**config.mk**
```make
export PLATFORM = sky130hd
export DESIGN_NAME = gregorian_date_day_number_converter
export DESIGN_NICKNAME = d
export VERILOG_FILES = /design/src/hdl/gddn_pkg.sv /design/src/hdl/gregorian_date_day_number_converter.sv
export SDC_FILE = /design/constraint.sdc
export NUM_CORES = 1
export LEC_CHECK = 0
export BUFFER_PORTS_ARGS = -buffer_cell sky130_fd_sc_hd__buf_2
export CAP_MARGIN = 20
export CORE_MARGIN = 4
export CORE_UTILIZATION = 59
export CTS_BUF_LIST = sky130_fd_sc_hd__clkbuf_16
export DETAILED_ROUTE_END_ITERATION = 10
export HOLD_SLACK_MARGIN = 0.08
export PLACE_DENSITY = 0.79
export SLEW_MARGIN = 25
export SYNTH_ARGS = -nofsm -noshare
export SYNTH_HDL_FRONTEND = slang
export SYNTH_SLANG_ARGS = --single-unit
export TNS_END_PERCENT = 5
```
**constraint.sdc**
```tcl
create_clock -name clk -period 7.3 [get_ports clk]
set_clock_uncertainty 0.05 [all_clocks]
set_input_delay 1.46 -clock clk [delete_from_list [all_inputs] [get_ports clk]]
set_output_delay 1.46 -clock clk [all_outputs]
set_load 0.1 [all_outputs]
```
**src/hdl/gddn_pkg.sv**
```systemverilog
// Constants and month tables for the Gregorian date / day number converter.
package gddn_pkg;

  localparam int unsigned DAY_W    = 5;
  localparam int unsigned MONTH_W  = 4;
  localparam int unsigned YEAR_W   = 14;
  localparam int unsigned SERIAL_W = 22;
  localparam int unsigned DOY_W    = 9;
  localparam int unsigned LDAYS_W  = 12;
  localparam int unsigned Q100_W   = 8;
  localparam int unsigned PROD_W   = 2 * SERIAL_W;

  localparam logic [YEAR_W-1:0]   FIRST_YEAR    = 14'd1601;
  localparam logic [YEAR_W-1:0]   LAST_YEAR     = 14'd9999;
  localparam logic [SERIAL_W-1:0] LAST_SERIAL   = 22'd3067671;
  localparam logic [SERIAL_W-1:0] DAYS_PER_YEAR = 22'd365;
  localparam logic [YEAR_W-1:0]   CENTURY       = 14'd100;

  // floor(x / 365) = (x * RECIP_365) >> 30 for x below 2^22
  localparam logic [SERIAL_W-1:0] RECIP_365  = 22'd2941759;
  localparam int unsigned         SHIFT_365  = 30;
  // floor(x / 100) = (x * RECIP_100) >> 19 for x below 2^14
  localparam logic [SERIAL_W-1:0] RECIP_100  = 22'd5243;
  localparam int unsigned         SHIFT_100  = 19;

  localparam logic ACT_TO_SERIAL = 1'b0;
  localparam logic ACT_TO_DATE   = 1'b1;

  // Days before the start of month index idx (0 = January).
  function automatic logic [DOY_W-1:0] cum_days(input logic lp, input logic [MONTH_W-1:0] idx);
    logic [DOY_W-1:0] base;
    case (idx)
      4'd0:    base = 9'd0;
      4'd1:    base = 9'd31;
      4'd2:    base = 9'd59;
      4'd3:    base = 9'd90;
      4'd4:    base = 9'd120;
      4'd5:    base = 9'd151;
      4'd6:    base = 9'd181;
      4'd7:    base = 9'd212;
      4'd8:    base = 9'd243;
      4'd9:    base = 9'd273;
      4'd10:   base = 9'd304;
      4'd11:   base = 9'd334;
      default: base = 9'd0;
    endcase
    if (lp && idx >= 4'd2 && idx <= 4'd11) begin
      base = base + 9'd1;
    end
    return base;
  endfunction

  // Length of month index idx (0 = January).
  function automatic logic [DAY_W-1:0] month_len(input logic lp, input logic [MONTH_W-1:0] idx);
    logic [DAY_W-1:0] len;
    case (idx)
      4'd1:                      len = lp ? 5'd29 : 5'd28;
      4'd3, 4'd5, 4'd8, 4'd10:   len = 5'd30;
      default:                   len = 5'd31;
    endcase
    return len;
  endfunction

endpackage

```
**src/hdl/gregorian_date_day_number_converter.sv**
```systemverilog
// Gregorian date / serial day number converter, iterative top level.
//
// Request channel (req_valid/req_ready) carries one item: action, day_in,
// month_in, year_in and serial_in. Action 0 turns a date into a day number,
// action 1 turns a day number (1 = 1 January 1601) into a date.
// Response channel (rsp_valid/rsp_ready) returns one item per request:
// serial_out, day_out, month_out, year_out and valid_res; unused or invalid
// fields read zero.
// One shared multiplier (reciprocal division by 365 and by 100) and one adder
// path run under a small sequencer, one item at a time; req_ready is high
// only while the sequencer is idle.
// A date with year or month out of range, or a day number out of range, goes
// straight to the finishing state; a day number passes through the correction
// loop once more for each year correction after the first estimate.
// The result sits in an output register: a new request is taken while it
// waits, and the sequencer holds its finished result until the register frees.
// Reset (rst, synchronous) returns the sequencer to idle and drops rsp_valid.
module gregorian_date_day_number_converter (
  input  logic                           clk,
  input  logic                           rst,
  input  logic                           req_valid,
  output logic                           req_ready,
  input  logic                           action,
  input  logic [gddn_pkg::DAY_W-1:0]     day_in,
  input  logic [gddn_pkg::MONTH_W-1:0]   month_in,
  input  logic [gddn_pkg::YEAR_W-1:0]    year_in,
  input  logic [gddn_pkg::SERIAL_W-1:0]  serial_in,
  output logic                           rsp_valid,
  input  logic                           rsp_ready,
  output logic [gddn_pkg::SERIAL_W-1:0]  serial_out,
  output logic [gddn_pkg::DAY_W-1:0]     day_out,
  output logic [gddn_pkg::MONTH_W-1:0]   month_out,
  output logic [gddn_pkg::YEAR_W-1:0]    year_out,
  output logic                           valid_res
);
  import gddn_pkg::*;

  localparam logic [3:0] ST_IDLE  = 4'd0;
  localparam logic [3:0] ST_RECIP = 4'd1;
  localparam logic [3:0] ST_NSET  = 4'd2;
  localparam logic [3:0] ST_NMUL  = 4'd3;
  localparam logic [3:0] ST_LDAYS = 4'd4;
  localparam logic [3:0] ST_SUM   = 4'd5;
  localparam logic [3:0] ST_CHECK = 4'd6;
  localparam logic [3:0] ST_YMUL  = 4'd7;
  localparam logic [3:0] ST_LEAP  = 4'd8;
  localparam logic [3:0] ST_MONTH = 4'd9;
  localparam logic [3:0] ST_DAY   = 4'd10;
  localparam logic [3:0] ST_DONE  = 4'd11;

  logic [3:0]          state;
  logic                act;
  logic [DAY_W-1:0]    day;
  logic [MONTH_W-1:0]  month;
  logic [YEAR_W-1:0]   year;
  logic [SERIAL_W-1:0] serial;
  logic [YEAR_W-1:0]   n;
  logic [PROD_W-1:0]   prod;
  logic [LDAYS_W-1:0]  ldays;
  logic [SERIAL_W-1:0] start;
  logic [DOY_W-1:0]    doy;
  logic                leap;
  logic [MONTH_W-1:0]  mon;

  logic [SERIAL_W-1:0] res_serial;
  logic [DAY_W-1:0]    res_day;
  logic [MONTH_W-1:0]  res_month;
  logic [YEAR_W-1:0]   res_year;
  logic                res_valid;

  logic [SERIAL_W-1:0] mul_a;
  logic [SERIAL_W-1:0] mul_b;
  logic [Q100_W-1:0]   q100;
  logic [YEAR_W-1:0]   q100_x100;
  logic                hund;
  logic                leap_now;
  logic [MONTH_W-1:0]  mon_search;
  logic [DOY_W-1:0]    cum_in;
  logic [DOY_W-1:0]    cum_found;
  logic [DAY_W-1:0]    len_in;
  logic                accept;

  assign req_ready = (state == ST_IDLE);
  assign accept    = req_valid && req_ready;

  always_comb begin
    case (state)
      ST_RECIP: begin
        mul_a = serial;
        mul_b = RECIP_365;
      end
      ST_NMUL: begin
        mul_a = SERIAL_W'(n);
        mul_b = RECIP_100;
      end
      default: begin
        mul_a = SERIAL_W'(year);
        mul_b = RECIP_100;
      end
    endcase
  end

  always_comb begin
    q100      = prod[SHIFT_100 +: Q100_W];
    q100_x100 = YEAR_W'(q100) * CENTURY;
    hund      = (year == q100_x100);
    leap_now  = (year[1:0] == 2'd0 && !hund) || (hund && q100[1:0] == 2'd0);
  end

  always_comb begin
    mon_search = 4'd1;
    for (int k = 1; k < 12; k++) begin
      if (doy > cum_days(leap, MONTH_W'(k))) begin
        mon_search = mon_search + 4'd1;
      end
    end
  end

  assign cum_in    = cum_days(leap, month - 4'd1);
  assign len_in    = month_len(leap, month - 4'd1);
  assign cum_found = cum_days(leap, mon - 4'd1);

  always_ff @(posedge clk) begin
    if (rst) begin
      state <= ST_IDLE;
    end else begin
      case (state)
        ST_IDLE: begin
          if (accept) begin
            act        <= action;
            day        <= day_in;
            month      <= month_in;
            year       <= year_in;
            serial     <= serial_in;
            n          <= year_in - FIRST_YEAR;
            res_serial <= '0;
            res_day    <= '0;
            res_month  <= '0;
            res_year   <= '0;
            res_valid  <= 1'b0;
            if (action == ACT_TO_SERIAL) begin
              if (year_in >= FIRST_YEAR && year_in <= LAST_YEAR &&
                  month_in inside {[4'd1:4'd12]}) begin
                state <= ST_NMUL;
              end else begin
                state <= ST_DONE;
              end
            end else begin
              if (serial_in != '0 && serial_in <= LAST_SERIAL) begin
                res_valid <= 1'b1;
                state     <= ST_RECIP;
              end else begin
                state <= ST_DONE;
              end
            end
          end
        end
        ST_RECIP: begin
          prod  <= mul_a * mul_b;
          state <= ST_NSET;
        end
        ST_NSET: begin
          n     <= prod[SHIFT_365 +: YEAR_W];
          state <= ST_NMUL;
        end
        ST_NMUL: begin
          prod  <= mul_a * mul_b;
          state <= ST_LDAYS;
        end
        ST_LDAYS: begin
          ldays <= LDAYS_W'(n >> 2) - LDAYS_W'(q100) + LDAYS_W'(q100 >> 2);
          state <= ST_SUM;
        end
        ST_SUM: begin
          start <= SERIAL_W'(n) * DAYS_PER_YEAR + SERIAL_W'(ldays);
          state <= ST_CHECK;
        end
        ST_CHECK: begin
          if (act == ACT_TO_SERIAL) begin
            state <= ST_YMUL;
          end else if (start >= serial && n != '0) begin
            n     <= n - 14'd1;
            state <= ST_NMUL;
          end else begin
            year     <= FIRST_YEAR + n;
            res_year <= FIRST_YEAR + n;
            doy      <= DOY_W'(serial - start);
            state    <= ST_YMUL;
          end
        end
        ST_YMUL: begin
          prod  <= mul_a * mul_b;
          state <= ST_LEAP;
        end
        ST_LEAP: begin
          leap  <= leap_now;
          state <= ST_MONTH;
        end
        ST_MONTH: begin
          if (act == ACT_TO_SERIAL) begin
            if (day != '0 && day <= len_in) begin
              res_serial <= start + SERIAL_W'(cum_in) + SERIAL_W'(day);
              res_valid  <= 1'b1;
            end
            state <= ST_DONE;
          end else begin
            mon       <= mon_search;
            res_month <= mon_search;
            state     <= ST_DAY;
          end
        end
        ST_DAY: begin
          res_day <= DAY_W'(doy - cum_found);
          state   <= ST_DONE;
        end
        ST_DONE: begin
          if (!rsp_valid || rsp_ready) begin
            state <= ST_IDLE;
          end
        end
        default: begin
          state <= ST_IDLE;
        end
      endcase
    end
  end

  always_ff @(posedge clk) begin
    if (rst) begin
      rsp_valid <= 1'b0;
    end else if (state == ST_DONE && (!rsp_valid || rsp_ready)) begin
      rsp_valid  <= 1'b1;
      serial_out <= res_serial;
      day_out    <= res_day;
      month_out  <= res_month;
      year_out   <= res_year;
      valid_res  <= res_valid;
    end else if (rsp_ready) begin
      rsp_valid <= 1'b0;
    end
  end

  a_busy_not_ready: assert property (@(posedge clk) disable iff (rst)
    (state != ST_IDLE) |-> !req_ready)
    else $error("request taken while sequencer busy");

  a_invalid_zero: assert property (@(posedge clk) disable iff (rst)
    (rsp_valid && !valid_res) |->
      (serial_out == '0 && day_out == '0 && month_out == '0 && year_out == '0))
    else $error("invalid item carries non-zero fields");

  a_date_sane: assert property (@(posedge clk) disable iff (rst)
    (rsp_valid && valid_res && month_out != '0) |->
      (month_out <= 4'd12 && day_out != '0 && year_out >= FIRST_YEAR &&
       serial_out == '0))
    else $error("converted date out of range");

  a_done_moves: assert property (@(posedge clk) disable iff (rst)
    (state == ST_DONE && !rsp_valid) |=> (rsp_valid && state == ST_IDLE))
    else $error("finished item not moved to output register");

endmodule
```
==> flow_metrics.tcl <==
set metrics [dict create \
    numClockSinks 227 \
    via_per_inst 5.70 \
    gp_congestion 1.00 \
    initialDrtViolationCount 1518 \
    ys_ff_latch 227 \
    fmax_mhz 135 \
    min_from "res_year[11]" \
    cts_root_buf "clkbuf_16" \
    cp-start-kind "flip-flop" \
    die_y_um 226 \
    cts_tree "yes" \
    die-area_um2 51000 \
    worst_setup_path_end_kind "flip-flop" \
    rsz0062_at_grt "true" \
    setup_slack_ns -0.0851 \
    final_nets 3905 \
    clkSlewWorstSetupHoldPaths_ns 0.07 \
    syn_inst 2707 \
    final_layout_size_suffix_gt1_frac 0.189 \
    cp_slowest_cell "fa_1" \
    path_max_fanout 7 \
    r2r_start "state[2]" \
    violations "setup timing" \
    drc 0 \
    period_share 1.01 \
    maxSlewViolCount 0 \
    drt_wl_total_mm 78.5 \
    grt_max_degree 47 \
    drv_cap 0 \
    critPathMostFrequentCell "fa_1" \
    htreeDepth 1 \
    post-route-util 0.704 \
    synthDistinctLibCells 89 \
    cts_buffers 24 \
    vias 21178 \
    port-buffer-count 97 \
    setup_tns_ns -0.230 \
    worst_pin_slew_ns 1.06 \
    area_growth_pct 17.6 \
    clock_path_buffers 3 \
    worstPathRequired_ns 7.53 \
    die_width_um 226 \
    grtUsageTotal 0.316 \
    arrival_ns 7.61 \
    initial_core_util 0.599 \
    layout_min_cycle_time_ns 7.39 \
    rows 79 \
    antenna_found_initial 4 \
    worstSetupStartpoint "state[2]" \
    synthArstFlopShare 0 \
    ant_nets 0 \
    hold_violations 0 \
    synth_area_um2 28000 \
    grt_pass1_wl_mm 124 \
    first_pass_iters 6 \
    slowest_delay_ns 0.56 \
    coreArea_um2 46800 \
    grt_pass1_vias 22683 \
    synth_ff_type "edfxtp_1" \
    yosysWarnings 0 \
    io_pins 98 \
    status "finished with violations" \
    final_cell_mix "inv_1 (579), ha_1 (417), fa_1 (334), buf_4 (270), edfxtp_1 (222)" \
    grt_overflow_total 0 \
    synth_edf_count 222 \
    final_common_cell "inv_1" \
    setup_viol 5 \
    path_class "flip-flop to flip-flop" \
    clk_latency_ns 0.55 \
    avgSynthCellArea_um2 10.3 \
    ys_seq_area_frac 0.242 \
    post-dp-hpwl_mm 66.7 \
    wl_per_cell_um 21.1 \
    max_slew_margin 0.292 \
    hold_class "flip-flop to flip-flop" \
]
## critical path, delay by kind of cell (launching register included)
kind,cells,cell delay (ns)
adders and majority gates,8,3.32
AOI/OAI and AO/OA,9,1.42
buffers and inverters,9,0.89
and+or+nand+nor,4,0.74
DFF,1,0.36
muxes,1,0.26
xor gates and xnor gates,1,0.08
## Yosys cell counts (5+ instances only)
cell type	instances	area, um^2
a211oi_1	12	90.1
nor2b_1	29	181
xnor2_1	107	937
nand4_1	24	150
o21a_1	14	105
fa_1	337	6750
or2_2	16	100
nand3_1	31	155
o22ai_1	6	37.5
o21bai_1	7	52.6
ha_1	427	5340
and3_1	17	106
inv_1	599	2250
clkbuf_1	39	146
mux2_2	6	67.6
a21boi_0	14	105
nand2b_1	14	87.6
nand2_1	124	465
and2_1	11	68.8
nor3b_1	9	67.6
nor2_1	140	526
nor4_1	14	87.6
or3_1	14	87.6
o31ai_1	9	67.6
nor3_1	39	195
mux2i_1	12	120
o21ai_0	84	420
o221ai_1	9	78.8
edfxtp_1	222	6670
a31oi_1	13	81.3
a21oi_1	97	485
xor2_1	50	438
o211ai_1	11	82.6
dfxtp_1	5	100
a21o_1	54	405
## stage by stage
stage	area, um^2	setup WS [ns]	hold slack, ns	instances
after floorplan	28200	-0.0240	0.350	2729
after global placement	31300	-0.336	0.351	3647
after detailed placement	31300	-0.502	0.355	3647
after CTS	32700	-0.0716	0.369	3709
after global routing	32900	-0.339	0.373	3717
final	32900	-0.0851	0.367	3718
## layer usage
layer,share of wire,global-route usage,wire length [um]
met5,0.00033,0,26
met4,0.054,0.136,4240
met3,0.065,0.0511,5090
met2,0.48,0.534,37900
met1,0.40,0.406,31300
## path summary, 6_finish.rpt
kind | end | slack [ns] | cells after the start
max | prod[43] | -0.09 | 32
min reg2reg | year_out[11] | 0.37 | 0
max reg2reg | prod[43] | -0.09 | 32
min | year_out[11] | 0.37 | 0
## cell families after synthesis
family | count (synthesis) | synth area share
and+or+nand+nor | 505 | 0.0886
buffers and inverters | 644 | 0.0869
muxes | 19 | 0.00711
AOI/OAI and AO/OA | 385 | 0.0910
adders and majority gates | 764 | 0.432
xor gates and xnor gates | 161 | 0.0525
DFF | 227 | 0.242
other | 2 | 0.000268
## sequential cells by signal, summed over array words and instances (netlist names), 5 cells and up
register and count:
res_day 5, doy 9, n 14, serial 22, start 22, day 5
year_out 14, prod 22, day_out 5, serial_out 22, res_year 14, ldays 12
year 14, res_serial 22
## what timing repair did
item / CTS / global route
cloned: 2 / 0
setup endpoints to repair: 19 / 26
setup buffers: 18 / 6
pin swaps: 66 / 33
hold buffers: 0 / 0
resized for setup: 109 / 37
## layout make-up
| type | count | area (um^2) |
|---|---|---|
| Timing Repair Buffer | 381 | 2750 |
| Antenna cell | 2 | 5.00 |
| Tap cell | 607 | 759 |
| Fill cell | 3423 | 13800 |
| Multi-Input combinational cell | 1858 | 19600 |
| Inverter | 599 | 2260 |
| Sequential cell | 227 | 6780 |
| Clock inverter | 20 | 209 |
| Clock buffer | 24 | 601 |
Power is left out: the tool's default activity adds up to more than one toggle a clock period on the data nets, which glitch-free logic cannot reach.
